**src/rtl/core/ccdv_pkg.sv**
```systemverilog
package ccdv_pkg;

   localparam int CHAR_WIDTH   = 8;
   localparam int POS_WIDTH    = 4;
   localparam int SUM_WIDTH    = 10;
   localparam int DIGIT_WIDTH  = 4;
   localparam int TYPE_WIDTH   = 2;
   localparam int STATUS_WIDTH = 3;

   localparam logic [CHAR_WIDTH-1:0] CHAR_ZERO = 8'h30;
   localparam logic [CHAR_WIDTH-1:0] CHAR_NINE = 8'h39;

   localparam logic [POS_WIDTH-1:0] POS_MAX       = 4'd15;
   localparam logic [POS_WIDTH-1:0] POS_LAST_CPF  = 4'd10;
   localparam logic [POS_WIDTH-1:0] POS_LAST_CNPJ = 4'd13;

   localparam logic [TYPE_WIDTH-1:0] TYPE_UNKNOWN = 2'd0;
   localparam logic [TYPE_WIDTH-1:0] TYPE_CPF     = 2'd1;
   localparam logic [TYPE_WIDTH-1:0] TYPE_CNPJ    = 2'd2;

   localparam logic [STATUS_WIDTH-1:0] ST_OK           = 3'd0;
   localparam logic [STATUS_WIDTH-1:0] ST_BAD_LENGTH   = 3'd1;
   localparam logic [STATUS_WIDTH-1:0] ST_NON_DIGIT    = 3'd2;
   localparam logic [STATUS_WIDTH-1:0] ST_FIRST_WRONG  = 3'd3;
   localparam logic [STATUS_WIDTH-1:0] ST_SECOND_WRONG = 3'd4;

   // floor(2048/11); the quotient estimate is low by at most one.
   localparam int RECIP_11 = 186;

   typedef struct packed {
      logic [SUM_WIDTH-1:0] person_first;
      logic [SUM_WIDTH-1:0] person_second;
      logic [SUM_WIDTH-1:0] company_first;
      logic [SUM_WIDTH-1:0] company_second;
   } sums_type;

   typedef struct packed {
      logic                    valid_res;
      logic [TYPE_WIDTH-1:0]   id_type;
      logic [STATUS_WIDTH-1:0] status;
   } verdict_type;

   function automatic logic [DIGIT_WIDTH-1:0] person_first_weight(
      input logic [POS_WIDTH-1:0] p);
      logic [DIGIT_WIDTH-1:0] w;
      w = '0;
      if (p < 4'd9) w = 4'd10 - p;
      return w;
   endfunction

   function automatic logic [DIGIT_WIDTH-1:0] person_second_weight(
      input logic [POS_WIDTH-1:0] p);
      logic [DIGIT_WIDTH-1:0] w;
      w = '0;
      if (p < 4'd10) w = 4'd11 - p;
      return w;
   endfunction

   function automatic logic [DIGIT_WIDTH-1:0] company_first_weight(
      input logic [POS_WIDTH-1:0] p);
      logic [DIGIT_WIDTH-1:0] w;
      w = '0;
      if (p < 4'd4) w = 4'd5 - p;
      else if (p < 4'd12) w = 4'd13 - p;
      return w;
   endfunction

   function automatic logic [DIGIT_WIDTH-1:0] company_second_weight(
      input logic [POS_WIDTH-1:0] p);
      logic [DIGIT_WIDTH-1:0] w;
      w = '0;
      if (p < 4'd5) w = 4'd6 - p;
      else if (p < 4'd13) w = 4'd14 - p;
      return w;
   endfunction

   // Check digit of a weighted sum: remainder mod 11 through a reciprocal
   // multiply and one correcting subtract.
   function automatic logic [DIGIT_WIDTH-1:0] check_of(input logic [SUM_WIDTH-1:0] s);
      logic [17:0] prod;
      logic [6:0]  q;
      logic [4:0]  r;
      logic [DIGIT_WIDTH-1:0] c;
      prod = 18'(s) * 18'(RECIP_11);
      q    = prod[17:11];
      r    = 5'(s - 10'(q) * 10'd11);
      if (r >= 5'd11) r = r - 5'd11;
      c = (r < 5'd2) ? 4'd0 : 4'(5'd11 - r);
      return c;
   endfunction

endpackage

```
**src/rtl/core/ccdv_verdict.sv**
```systemverilog
module ccdv_verdict (
   input  logic [ccdv_pkg::POS_WIDTH-1:0]   position,
   input  ccdv_pkg::sums_type               sums,
   input  logic                             bad_character,
   input  logic [ccdv_pkg::DIGIT_WIDTH-1:0] previous_digit,
   input  logic [ccdv_pkg::DIGIT_WIDTH-1:0] current_digit,
   output ccdv_pkg::verdict_type            verdict
);

   logic [ccdv_pkg::SUM_WIDTH-1:0]   sum_first;
   logic [ccdv_pkg::SUM_WIDTH-1:0]   sum_second;
   logic [ccdv_pkg::TYPE_WIDTH-1:0]  id_type;
   logic [ccdv_pkg::DIGIT_WIDTH-1:0] check_first;
   logic [ccdv_pkg::DIGIT_WIDTH-1:0] check_second;

   always_comb begin
      id_type    = ccdv_pkg::TYPE_UNKNOWN;
      sum_first  = '0;
      sum_second = '0;
      if (position == ccdv_pkg::POS_LAST_CPF) begin
         id_type    = ccdv_pkg::TYPE_CPF;
         sum_first  = sums.person_first;
         sum_second = sums.person_second;
      end else if (position == ccdv_pkg::POS_LAST_CNPJ) begin
         id_type    = ccdv_pkg::TYPE_CNPJ;
         sum_first  = sums.company_first;
         sum_second = sums.company_second;
      end
   end

   assign check_first  = ccdv_pkg::check_of(sum_first);
   assign check_second = ccdv_pkg::check_of(sum_second);

   always_comb begin
      verdict.id_type   = id_type;
      verdict.valid_res = 1'b0;
      if (id_type == ccdv_pkg::TYPE_UNKNOWN) begin
         verdict.status = ccdv_pkg::ST_BAD_LENGTH;
      end else if (bad_character) begin
         verdict.status = ccdv_pkg::ST_NON_DIGIT;
      end else if (check_first != previous_digit) begin
         verdict.status = ccdv_pkg::ST_FIRST_WRONG;
      end else if (check_second != current_digit) begin
         verdict.status = ccdv_pkg::ST_SECOND_WRONG;
      end else begin
         verdict.status    = ccdv_pkg::ST_OK;
         verdict.valid_res = 1'b1;
      end
   end

endmodule

```
**src/rtl/core/cpf_cnpj_check_digit_validator.sv**
```systemverilog
// Checks a CPF or CNPJ identifier that arrives as ASCII characters, one per
// req beat, with req_is_final on the last one. Each character is taken into
// an input register and folded into four weighted sums in the next cycle;
// a new character can be taken in every cycle. When the final character
// retires from the input register rsp_valid rises, carrying valid_res, id_type
// (1 CPF for 11 characters, 2 CNPJ for 14, 0 otherwise) and status (0 ok,
// 1 bad length, 2 non-digit, 3 first check digit wrong, 4 second wrong), and
// the sums clear for the next identifier. The input stalls only while a
// final character sits in the input register behind a result that has not
// been taken yet.
module cpf_cnpj_check_digit_validator (
   input  logic                              clock,
   input  logic                              reset,
   input  logic                              req_valid,
   output logic                              req_ready,
   input  logic [ccdv_pkg::CHAR_WIDTH-1:0]   req_char_code,
   input  logic                              req_is_final,
   output logic                              rsp_valid,
   input  logic                              rsp_ready,
   output logic                              rsp_valid_res,
   output logic [ccdv_pkg::TYPE_WIDTH-1:0]   rsp_id_type,
   output logic [ccdv_pkg::STATUS_WIDTH-1:0] rsp_status
);

   logic                              in_valid_ff, in_valid_in;
   logic [ccdv_pkg::CHAR_WIDTH-1:0]   in_char_ff;
   logic                              in_final_ff;
   logic [ccdv_pkg::POS_WIDTH-1:0]    position_ff, position_in;
   ccdv_pkg::sums_type                sums_ff, sums_in;
   logic [ccdv_pkg::DIGIT_WIDTH-1:0]  previous_digit_ff, previous_digit_in;
   logic                              bad_character_ff, bad_character_in;
   logic                              rsp_valid_ff, rsp_valid_in;
   ccdv_pkg::verdict_type             rsp_data_ff;
   ccdv_pkg::verdict_type             verdict;

   logic                              is_digit;
   logic [ccdv_pkg::DIGIT_WIDTH-1:0]  digit;
   logic                              advance;
   logic                              out_free;

   assign out_free  = !rsp_valid_ff || rsp_ready;
   assign advance   = in_valid_ff && (!in_final_ff || out_free);
   assign req_ready = !in_valid_ff || advance;

   assign is_digit = (in_char_ff >= ccdv_pkg::CHAR_ZERO) && (in_char_ff <= ccdv_pkg::CHAR_NINE);
   assign digit    = is_digit ? 4'(in_char_ff - ccdv_pkg::CHAR_ZERO) : '0;

   always_comb begin
      sums_in.person_first   = sums_ff.person_first
         + 10'(digit) * 10'(ccdv_pkg::person_first_weight(position_ff));
      sums_in.person_second  = sums_ff.person_second
         + 10'(digit) * 10'(ccdv_pkg::person_second_weight(position_ff));
      sums_in.company_first  = sums_ff.company_first
         + 10'(digit) * 10'(ccdv_pkg::company_first_weight(position_ff));
      sums_in.company_second = sums_ff.company_second
         + 10'(digit) * 10'(ccdv_pkg::company_second_weight(position_ff));
      bad_character_in  = bad_character_ff || !is_digit;
      previous_digit_in = digit;
      position_in       = (position_ff == ccdv_pkg::POS_MAX) ? position_ff
                                                             : position_ff + 4'd1;
   end

   ccdv_verdict u_verdict (
      .position       (position_ff),
      .sums           (sums_in),
      .bad_character  (bad_character_in),
      .previous_digit (previous_digit_ff),
      .current_digit  (digit),
      .verdict        (verdict)
   );

   assign in_valid_in  = req_ready ? req_valid : in_valid_ff;
   assign rsp_valid_in = (advance && in_final_ff) || (rsp_valid_ff && !rsp_ready);

   always_ff @(posedge clock) begin
      if (reset) begin
         in_valid_ff       <= 1'b0;
         rsp_valid_ff      <= 1'b0;
         position_ff       <= '0;
         sums_ff           <= '0;
         previous_digit_ff <= '0;
         bad_character_ff  <= 1'b0;
      end else begin
         in_valid_ff  <= in_valid_in;
         rsp_valid_ff <= rsp_valid_in;
         if (advance) begin
            if (in_final_ff) begin
               position_ff       <= '0;
               sums_ff           <= '0;
               previous_digit_ff <= '0;
               bad_character_ff  <= 1'b0;
            end else begin
               position_ff       <= position_in;
               sums_ff           <= sums_in;
               previous_digit_ff <= previous_digit_in;
               bad_character_ff  <= bad_character_in;
            end
         end
      end
   end

   always_ff @(posedge clock) begin
      if (req_ready) begin
         in_char_ff  <= req_char_code;
         in_final_ff <= req_is_final;
      end
      if (advance && in_final_ff) begin
         rsp_data_ff <= verdict;
      end
   end

   assign rsp_valid     = rsp_valid_ff;
   assign rsp_valid_res = rsp_data_ff.valid_res;
   assign rsp_id_type   = rsp_data_ff.id_type;
   assign rsp_status    = rsp_data_ff.status;

   // A pass is reported exactly when the status says ok.
   assert property (@(posedge clock) disable iff (reset)
      rsp_valid_ff |-> (rsp_data_ff.valid_res == (rsp_data_ff.status == ccdv_pkg::ST_OK)))
      else $error("valid_res disagrees with status");

   // Unknown type goes with a bad length and nothing else.
   assert property (@(posedge clock) disable iff (reset)
      rsp_valid_ff |-> ((rsp_data_ff.id_type == ccdv_pkg::TYPE_UNKNOWN)
                        == (rsp_data_ff.status == ccdv_pkg::ST_BAD_LENGTH)))
      else $error("id_type and bad length status disagree");

   // Retiring a final character raises the result and clears the count.
   assert property (@(posedge clock) disable iff (reset)
      (advance && in_final_ff) |=> (rsp_valid_ff && position_ff == '0
                                    && !bad_character_ff))
      else $error("final character did not close the identifier");

   // A result waiting to be taken never lets the final character retire.
   assert property (@(posedge clock) disable iff (reset)
      (rsp_valid_ff && !rsp_ready && in_valid_ff && in_final_ff) |-> !advance)
      else $error("result overwritten while stalled");

endmodule

```
**config.mk**
```make
export PLATFORM = sky130hd
export DESIGN_NAME = cpf_cnpj_check_digit_validator
export DESIGN_NICKNAME = d
export VERILOG_FILES = /design/src/rtl/core/ccdv_pkg.sv /design/src/rtl/core/ccdv_verdict.sv /design/src/rtl/core/cpf_cnpj_check_digit_validator.sv
export SDC_FILE = /design/constraint.sdc
export NUM_CORES = 1
export LEC_CHECK = 0
export ABC_CLOCK_PERIOD_IN_PS = 20300
export BUFFER_PORTS_ARGS = -buffer_cell sky130_fd_sc_hd__buf_4
export CAP_MARGIN = 20
export CORE_MARGIN = 8
export CORE_UTILIZATION = 55
export CTS_CLUSTER_SIZE = 30
export DETAILED_ROUTE_END_ITERATION = 7
export PLACE_DENSITY = 0.71
export SYNTH_ARGS = -nofsm -noshare
export SYNTH_HDL_FRONTEND = slang
export SYNTH_SLANG_ARGS = --single-unit
```
**constraint.sdc**
```tcl
create_clock -name clock -period 20.3 [get_ports clock]
set_input_delay 3.045 -clock clock [delete_from_list [all_inputs] [get_ports clock]]
set_output_delay 3.045 -clock clock [all_outputs]
set_load 0.005 [all_outputs]
```
==> results of run 1 <==
cell type report:
class                   instances  area share [%]
inverters                     229            8.01
repair buffers                 22            1.54
clock buffers                   9            2.10
clock inverters                 7           0.723
well taps                     229            2.67
multi-input cells             884            71.2
flip-flops and latches         66            13.7
state kept, by name, summed over array words and instances (netlist names):
register / cells
previous_digit_ff: 4
sums_ff: 40
position_ff: 4
in_valid_ff: 1
rsp_valid: 1
rsp_status: 3
bad_character_ff: 1
rsp_id_type: 2
in_char_ff: 8
in_final_ff: 1
rsp_valid_res: 1
cells by family after synthesis:
family | after synthesis | synth area share, %
AO/OA/AOI/OAI | 252 | 17.1
XOR/XNOR | 67 | 5.92
adder cells (fa/ha/maj) | 256 | 37.4
buffers and inverters | 269 | 10.1
flip-flops | 66 | 14.5
multiplexers | 5 | 0.555
AND/OR/NAND/NOR | 304 | 14.4
cell usage after synthesis (10+ instances only):
| cell type | n | area, sq um |
|---|---|---|
| inv_1 | 225 | 845 |
| ha_1 | 178 | 2230 |
| nor2_1 | 106 | 398 |
| fa_1 | 78 | 1560 |
| a21oi_1 | 74 | 370 |
| nand2_1 | 68 | 255 |
| dfxtp_1 | 51 | 1020 |
| xnor2_1 | 42 | 368 |
| nor3_1 | 29 | 145 |
| clkbuf_1 | 28 | 105 |
| a21o_1 | 25 | 188 |
| a22oi_1 | 25 | 188 |
| xor2_1 | 24 | 210 |
| nand3_1 | 23 | 115 |
| o21ai_0 | 23 | 115 |
| edfxtp_1 | 15 | 450 |
| nand2b_1 | 13 | 81.3 |
| a22o_1 | 12 | 105 |
| or2_2 | 11 | 68.8 |
| nor2b_1 | 10 | 62.6 |
metrics by stage:
| stage | cells | worst slack (ns) | area, sq um |
|---|---|---|---|
| 2_1_floorplan | 1219 | 8.55 | 10100 |
| 3_3_place_gp | 1430 | 7.76 | 10400 |
| 3_5_place_dp | 1430 | 7.63 | 10400 |
| 4_1_cts | 1446 | 7.54 | 10700 |
| 5_1_grt | 1446 | 6.75 | 10700 |
| 6_report | 1446 | 7.56 | 10700 |
power by group:
| part | switching [mW] | internal (mW) | total [mW] |
|---|---|---|---|
| Sequential | 0.00246 | 0.136 | 0.138 |
| Combinational | 0.0131 | 0.00646 | 0.0196 |
| Clock | 0.0652 | 0.0959 | 0.161 |
| Total | 0.0808 | 0.238 | 0.319 |
layer usage:
layer / global-route usage, % / vias to the layer above / share of wire, %
li1: - / 4097 / -
met1: 26.7 / 3914 / 46
met2: 35.8 / 125 / 48
met3: 2.52 / 36 / 3.1
met4: 6.96 / 0 / 2.5
met5: 0 / - / 0
worst max-delay path: cells and delay by family, from the launching register on:
| kind | cells | cell delay (ns) |
|---|---|---|
| AOI/OAI and AO/OA | 15 | 3.11 |
| and+or+nand+nor | 9 | 2.61 |
| xor gates and xnor gates | 3 | 0.48 |
| buffers and inverters | 5 | 0.28 |
| adders and majority gates | 12 | 5.29 |
| muxes | 1 | 0.35 |
| DFF | 1 | 0.41 |
placed cells by master (no fill, tap or decap), types with 5 or more instances in the layout:
master     synthesis  final
o21a_1             6      6
nand2_1           68     67
dfxtp_1           51     51
nor2b_1           10     10
nand2b_1          13     13
a31oi_1            7      7
buf_4              0     22
o21ai_0           23     23
or2_2             11     11
ha_1             178    178
inv_1            225    225
a22o_1            12     12
and3_1             7      7
o21ai_1            6      6
nand4_1            5      5
nand3_1           23     23
o31ai_1            6      6
o21bai_1           7      7
o221ai_1           6      6
a21oi_1           74     74
edfxtp_1          15     15
clkbuf_16          0      9
a211oi_1           7      7
nor3_1            29     29
xor2_1            24     24
a22oi_1           25     25
o22ai_1            7      7
fa_1              78     78
xnor2_1           42     42
nor2_1           106    106
a21o_1            25     25
o2111ai_1          5      5
and2_1             6      6
worst paths after layout:
| path | startpoint | to | slack (ns) | cells past startpoint |
|---|---|---|---|---|
| max | in_char_ff[1] | rsp_status[2] | 7.56 | 45 |
| min | sums_ff[30] | sums_ff[30] | 0.46 | 2 |
| max reg2reg | in_char_ff[1] | rsp_status[2] | 7.56 | 45 |
| min reg2reg | sums_ff[30] | sums_ff[30] | 0.46 | 2 |
==> flow_summary.ini, run 1 <==
[sta]
fin_skew_ns = 0.00920
rsz0062_at_grt = no
hold_viol = 0
holdWs_ns = 0.460
period_minus_slack_ns = 12.74
period_share_pct = 62.8
tns_ns = 0
finalSetupViolations = 0
final-max-slew-violation-count = 0
fmaxAchievable_ghz = 0.0785
worst_pin_slew_ns = 0.939
slew_headroom_pct = 37.1

[final_layout]
final_nets = 1481
fillers = 1654
n_antenna_cell = 0
drive_gt1_share_pct = 6.08
fin_util_pct = 59.5
multi_input_comb_area_sq_mm = 0.00764
regArea_sq_mm = 0.00147
synthToLayoutAreaGrowth_pct = 5.81

[logic_synthesis]
async_flop_share_pct = 0
syn-instance-count = 1219
synth_area_sq_mm = 0.0101
syn_nets = 1488
synth-edff-count = 15
ys.warnings.count = 0
yosysUniqueCellTypes = 81
synthFlopType = dfxtp_1
ys_seq_area_share_pct = 14.5
ys_ff_latch = 66
avgSynthCellArea_sq_um = 8.32

[clock_network]
htreeDepth = 3
cts.sinks = 66
hold_buffers = 0
cts_root_buf = clkbuf_16
clock_latency_ns = 0.35
post_cts_buffers = 0
clk_path_buf_depth = 2
cts_resized = 0
cts_tree = built
clkSlewWorstSetupHoldPaths_ns = 0.06
cts_buffers = 9

[setup_path]
cp_slowest_stage_delay_ns = 0.55
required_ns = 20.48
startpoint_type = register
crit_fanout = 16
critPathKind = register to register
endpoint_kind = register
cpMaxStageDelayCell = fa_1
critPathMostFrequentCell = fa_1
worstPathArrival_ns = 12.92

[power]
vdd_drop_max_v = 0.0000404
power.density_mw_per_mm2 = 29.7
power_uw = 319
p_leak_nw = 5.61

[detailed_routing]
drtIter0Drc = 478
drtAntennaViolNets = 0
drt-pass1-iter-count = 8
drc = 0
vias = 8172
routed_wl_mm = 22.7
wl_per_cell_um = 15.7
via_per_inst = 5.65

[global_route]
grt_pass1_wl_mm = 38.6
antenna_found_initial = 0
grt_max_degree = 63
grt_usage_pct = 20.9
grt-ovfl-total = 0
grt_pass1_vias = 7980

[die]
die_area_sq_mm = 0.0230
initial_core_util_pct = 56.3
fp-row-count = 49
dieHeight_um = 152
core_sq_mm = 0.0180
die_w_um = 152
io_pins = 21

[run]
cap_violations = 0

[placed_design]
routabilityCongestion = 0.854
post-dp-hpwl_mm = 17.9
portBuffers = 20

[min_path]
hold_path.class = register to register

[run_status]
outcome = finished, final reports clean
Note: power is estimated with default switching activity, not from simulation.
==> inputs of run 2 (changes only) <==
--- a/config.mk
+++ b/config.mk
@@ -5,7 +5,7 @@
 export SDC_FILE = /design/constraint.sdc
 export NUM_CORES = 1
 export LEC_CHECK = 0
-export ABC_CLOCK_PERIOD_IN_PS = 20300
+export ABC_CLOCK_PERIOD_IN_PS = 13300
 export BUFFER_PORTS_ARGS = -buffer_cell sky130_fd_sc_hd__buf_4
 export CAP_MARGIN = 20
 export CORE_MARGIN = 8
==> constraint.sdc (replaced) <==
create_clock -name clock -period 13.3 [get_ports clock]
set_input_delay 1.995 -clock clock [delete_from_list [all_inputs] [get_ports clock]]
set_output_delay 1.995 -clock clock [all_outputs]
set_load 0.005 [all_outputs]
==> run 2 against run 1 <==
Routed wire length up 1.7%; first-iteration DRC count down 19%; final cell count up 0.21%; die area unchanged; sequential power up 53%; maximum frequency up 1.1%; sequential share of layout area about the same; via count down 0.40%; largest power group unchanged; highest routed layer unchanged.
==> flow_summary.ini, run 2 (synthesis results as in run 1) <==
[detailed_routing]
routed_wl_mm = 23.1
wl_met2_mm = 11.1
drtAntennaViolNets = 0
drtIter0Drc = 385
wl_per_cell_um = 15.9
vias = 8139
top_layer_used = met4
met1_length_mm = 10.6
drt-pass1-iter-count = 5
via_per_inst = 5.62
drc = 0
wl_met3_um = 772

[clock_network]
clock_latency_ns = 0.35
post_cts_buffers = 0
hold_buffers = 0
cts.sinks = 66
clkSlewWorstSetupHoldPaths_ns = 0.06
cts_tree = built
cts_root_buf = clkbuf_16
htreeDepth = 3
clk_path_buf_depth = 2
cts_resized = 0
cts_buffers = 9

[global_route]
grt_usage_pct = 21.0
grt-ovfl-total = 0
grt_max_degree = 62
grt_pass1_vias = 8011
antenna_found_initial = 0
grt_pass1_wl_mm = 38.8

[setup_path]
rrSetupSlack_ns = 0.70
worstPathArrival_ns = 12.78
critPathMostFrequentCell = ha_1
crit_fanout = 22
endpoint_kind = register
startpoint_type = register
cp_slowest_stage_delay_ns = 0.79
cpMaxStageDelayCell = dfxtp_1
critPathKind = register to register
required_ns = 13.48

[min_path]
hold_path.class = register to register

[die]
fp-row-count = 49
die_w_um = 152
dieHeight_um = 152
core_sq_mm = 0.0180
initial_core_util_pct = 56.3
die_area_sq_mm = 0.0230
io_pins = 21

[power]
seqPwrFrac_pct = 43.0
vdd_drop_max_v = 0.0000576
power.density_mw_per_mm2 = 45.7
switching_share_pct = 24.5
p_switching_uw = 121
clockPowerShare_pct = 50.8
combPwrFrac_pct = 6.1
power.internal_uw = 371
p_leak_nw = 5.63

[placed_design]
routabilityCongestion = 0.864
portBuffers = 20
post-dp-hpwl_mm = 17.9
dp.cells = 1433

[sta]
fin_skew_ns = 0.00816
final-max-slew-violation-count = 0
slew_headroom_pct = 28.9
rsz0062_at_grt = no
period_minus_slack_ns = 12.60
fmaxAchievable_ghz = 0.0794
period_share_pct = 94.7
tns_ns = 0
finalSetupViolations = 0
hold_viol = 0
worst_pin_slew_ns = 1.06

[final_layout]
final_nets = 1484
largest_register_ffs = 40
fillers = 1633
synthToLayoutAreaGrowth_pct = 6.14
reg_top3 = sums_ff: 40 flops, in_char_ff: 8 flops
layout_common_cells = inv_1 (225), ha_1 (178), nor2_1 (106), fa_1 (78), a21oi_1 (74)
drive_gt1_share_pct = 6.31
regMostFlops = sums_ff
stdcell_count = 1449
layout_commonest_cell = inv_1
n_antenna_cell = 0

[run_status]
outcome = finished, final reports clean

[run]
cap_violations = 0
## run 2: area by class of cell
class | count | area, sq um | share of cell area (%)
Multi-Input combinational cell | 884 | 7650 | 71.0
Sequential cell | 66 | 1470 | 13.7
Tap cell | 229 | 287 | 2.66
Clock buffer | 14 | 295 | 2.74
Inverter | 229 | 860 | 7.99
Clock inverter | 2 | 16.3 | 0.151
Timing Repair Buffer | 25 | 188 | 1.74
## run 2: worst max-delay path, delay by kind of cell, from the launching register on
family | cells | cell delay, ns
and+or+nand+nor | 6 | 1.56
buffers and inverters | 5 | 0.39
DFF | 1 | 0.79
AOI/OAI and AO/OA | 15 | 3.27
xor gates and xnor gates | 5 | 0.90
adders and majority gates | 13 | 5.18
muxes | 1 | 0.35
## run 2: power groups by stage
stage / sequential [mW] / clock (mW) / combinational, mW
finish: 0.211 / 0.250 / 0.0302
global route: 0.212 / 0.260 / 0.0334
CTS: 0.211 / 0.253 / 0.0301
detailed placement: 0.216 / 0 / 0.0298
global placement: 0.216 / 0 / 0.0293
floorplan: 0.213 / 0 / 0.0211
## run 2: metrics by stage
step,hold WS (ns),utilization [%],cell area (sq um),setup slack (ns),power (mW)
floorplan,0.432,-,10100,1.55,0.234
global placement,0.442,58.0,10400,1.08,0.245
detailed placement,0.446,58.0,10400,0.775,0.245
CTS,0.454,59.7,10800,0.698,0.494
global route,0.470,59.7,10800,0.0126,0.505
finish,0.452,59.7,10800,0.700,0.491
## run 2: worst paths after layout
kind	start	end	cells past startpoint
min reg2reg	sums_ff[32]	sums_ff[32]	2
min	sums_ff[32]	sums_ff[32]	2
max	position_ff[2]	rsp_status[2]	45
max reg2reg	position_ff[2]	rsp_status[2]	45
## run 2: routing by layer
layer  GRT usage (%)  vias to the layer above
li1                -                     4101
met1            27.0                     3852
met2            35.8                      150
met3            2.73                       36
met4            6.71                        0
met5               0                        -
==> inputs of run 3 (changes only) <==
==> constraint.sdc (replaced) <==
create_clock -name clock -period 13.3 [get_ports clock]
set_input_delay 0 -clock clock [delete_from_list [all_inputs] [get_ports clock]]
set_output_delay 0 -clock clock [all_outputs]
set_load 0.005 [all_outputs]
==> run 3 against run 2 <==
Critical path type unchanged; power down 0.60%; largest cell class unchanged; clock-buffer cell count decreased by 1; sequential cell count unchanged; final cell count increased by 0.83%.
==> flow_summary.ini, run 3 (synthesis results as in run 1) <==
[final_layout]
fin_util_pct = 60.3
reg_top3 = sums_ff: 40 flops, in_char_ff: 8 flops
regMostFlops = sums_ff
layout_commonest_cell = inv_1
stdcell_count = 1461
multi_input_comb_area_sq_mm = 0.00764
finalInstanceArea_sq_mm = 0.0109
synthToLayoutAreaGrowth_pct = 7.21
n_antenna_cell = 0
final_nets = 1496
layout_common_cells = inv_1 (225), ha_1 (178), nor2_1 (106), fa_1 (78), a21oi_1 (74)
fillers = 1629
drive_gt1_share_pct = 6.33
largest_register_ffs = 40
regArea_sq_mm = 0.00147

[detailed_routing]
drc = 0
drtIter0Drc = 485
wl_per_cell_um = 15.6
drt-pass1-iter-count = 5
vias = 8117
via_per_inst = 5.56
drtAntennaViolNets = 0
routed_wl_mm = 22.7

[setup_path]
cp_slowest_stage_delay_ns = 0.54
crit_fanout = 16
reg2regPathDepth = 45
required_ns = 13.48
endpoint_kind = register
cpMaxStageDelayCell = fa_1
critPathKind = register to register
worstPathArrival_ns = 12.75
startpoint_type = register

[placed_design]
post-dp-hpwl_mm = 17.6
portBuffers = 20
routabilityCongestion = 0.865
placed_cell_area_sq_mm = 0.0105
dp.cells = 1434
place_ws_ns = 0.855

[global_route]
antenna_found_initial = 0
grt-ovfl-total = 0
grt_usage_pct = 20.8
grt_max_degree = 62
grt_pass1_wl_mm = 38.5
grt_pass1_vias = 8007

[sta]
fmaxAchievable_ghz = 0.0795
worst_pin_slew_ns = 1.05
period_minus_slack_ns = 12.57
period_share_pct = 94.5
hold_viol = 0
fin_ws_ns = 0.728
fin_skew_ns = 0.00399
tns_ns = 0
final-max-slew-violation-count = 0
rsz0062_at_grt = no
finalSetupViolations = 0
holdWs_ns = 0.147
slew_headroom_pct = 30.0

[clock_network]
cts_tree = built
cts_buffers = 9
cts_root_buf = clkbuf_16
cts.sinks = 66
htreeDepth = 3
clock_latency_ns = 0.35
clkSlewWorstSetupHoldPaths_ns = 0.06
clk_path_buf_depth = 2
post_cts_buffers = 0

[power]
vdd_drop_max_v = 0.0000875
power.density_mw_per_mm2 = 44.9
power_uw = 488
p_leak_nw = 5.68

[min_path]
whs_path_depth = 2
hold_path.class = primary input to register

[die]
die_area_sq_mm = 0.0230
initial_core_util_pct = 56.3
io_pins = 21
fp-row-count = 49
dieHeight_um = 152
die_w_um = 152
core_sq_mm = 0.0180

[run]
cap_violations = 0

[run_status]
outcome = finished, final reports clean
-- run 3: changes by cell type in the layout (fill, tap and decap cells not counted), sizes merged --
cell	delta
buf	+1
clkinv	+1
dlygate4sd3	+11
clkbuf	-1
-- run 3: worst paths after layout --
kind                 start             to  slack (ns)
min                  reset    sums_ff[24]        0.15
max reg2reg  in_char_ff[2]  rsp_status[2]        0.73
max          in_char_ff[2]  rsp_status[2]        0.73
min reg2reg    sums_ff[30]    sums_ff[30]        0.46
-- run 3: worst max-delay path, delay by kind of cell (launching register included) --
family | cells | cell delay, ns
XOR/XNOR | 5 | 0.85
AND/OR/NAND/NOR | 10 | 2.74
buffers and inverters | 4 | 0.19
adder cells (fa/ha/maj) | 12 | 4.94
AO/OA/AOI/OAI | 13 | 2.92
multiplexers | 1 | 0.35
flip-flops | 1 | 0.40
-- run 3: timing repair --
| action | 4_1_cts | 5_1_grt |
|---|---|---|
| hold buffers | 11 | 0 |
| gates resized for setup | 0 | 1 |
| setup endpoints to repair | 0 | 1 |
| endpoints found under the hold margin | 11 | 0 |
-- run 3: layout make-up --
type,count,share of cell area [%]
clock inverter,3,0.196
inverter,229,7.91
timing repair buffer,37,2.81
multi-input combinational,884,70.3
sequential,66,13.5
clock buffer,13,2.59
tap,229,2.64
-- run 3: per-layer routing --
metal	GRT usage, %	wire length [um]
met1	27.0	10400
met2	35.2	10900
met3	2.82	892
met4	6.52	482
met5	0	0
-- run 3: power by group --
part           switching, mW  internal, mW  total (mW)
Combinational         0.0219        0.0123      0.0342
Sequential           0.00256         0.207       0.210
Clock                 0.0964         0.148       0.244
Total                  0.121         0.368       0.488
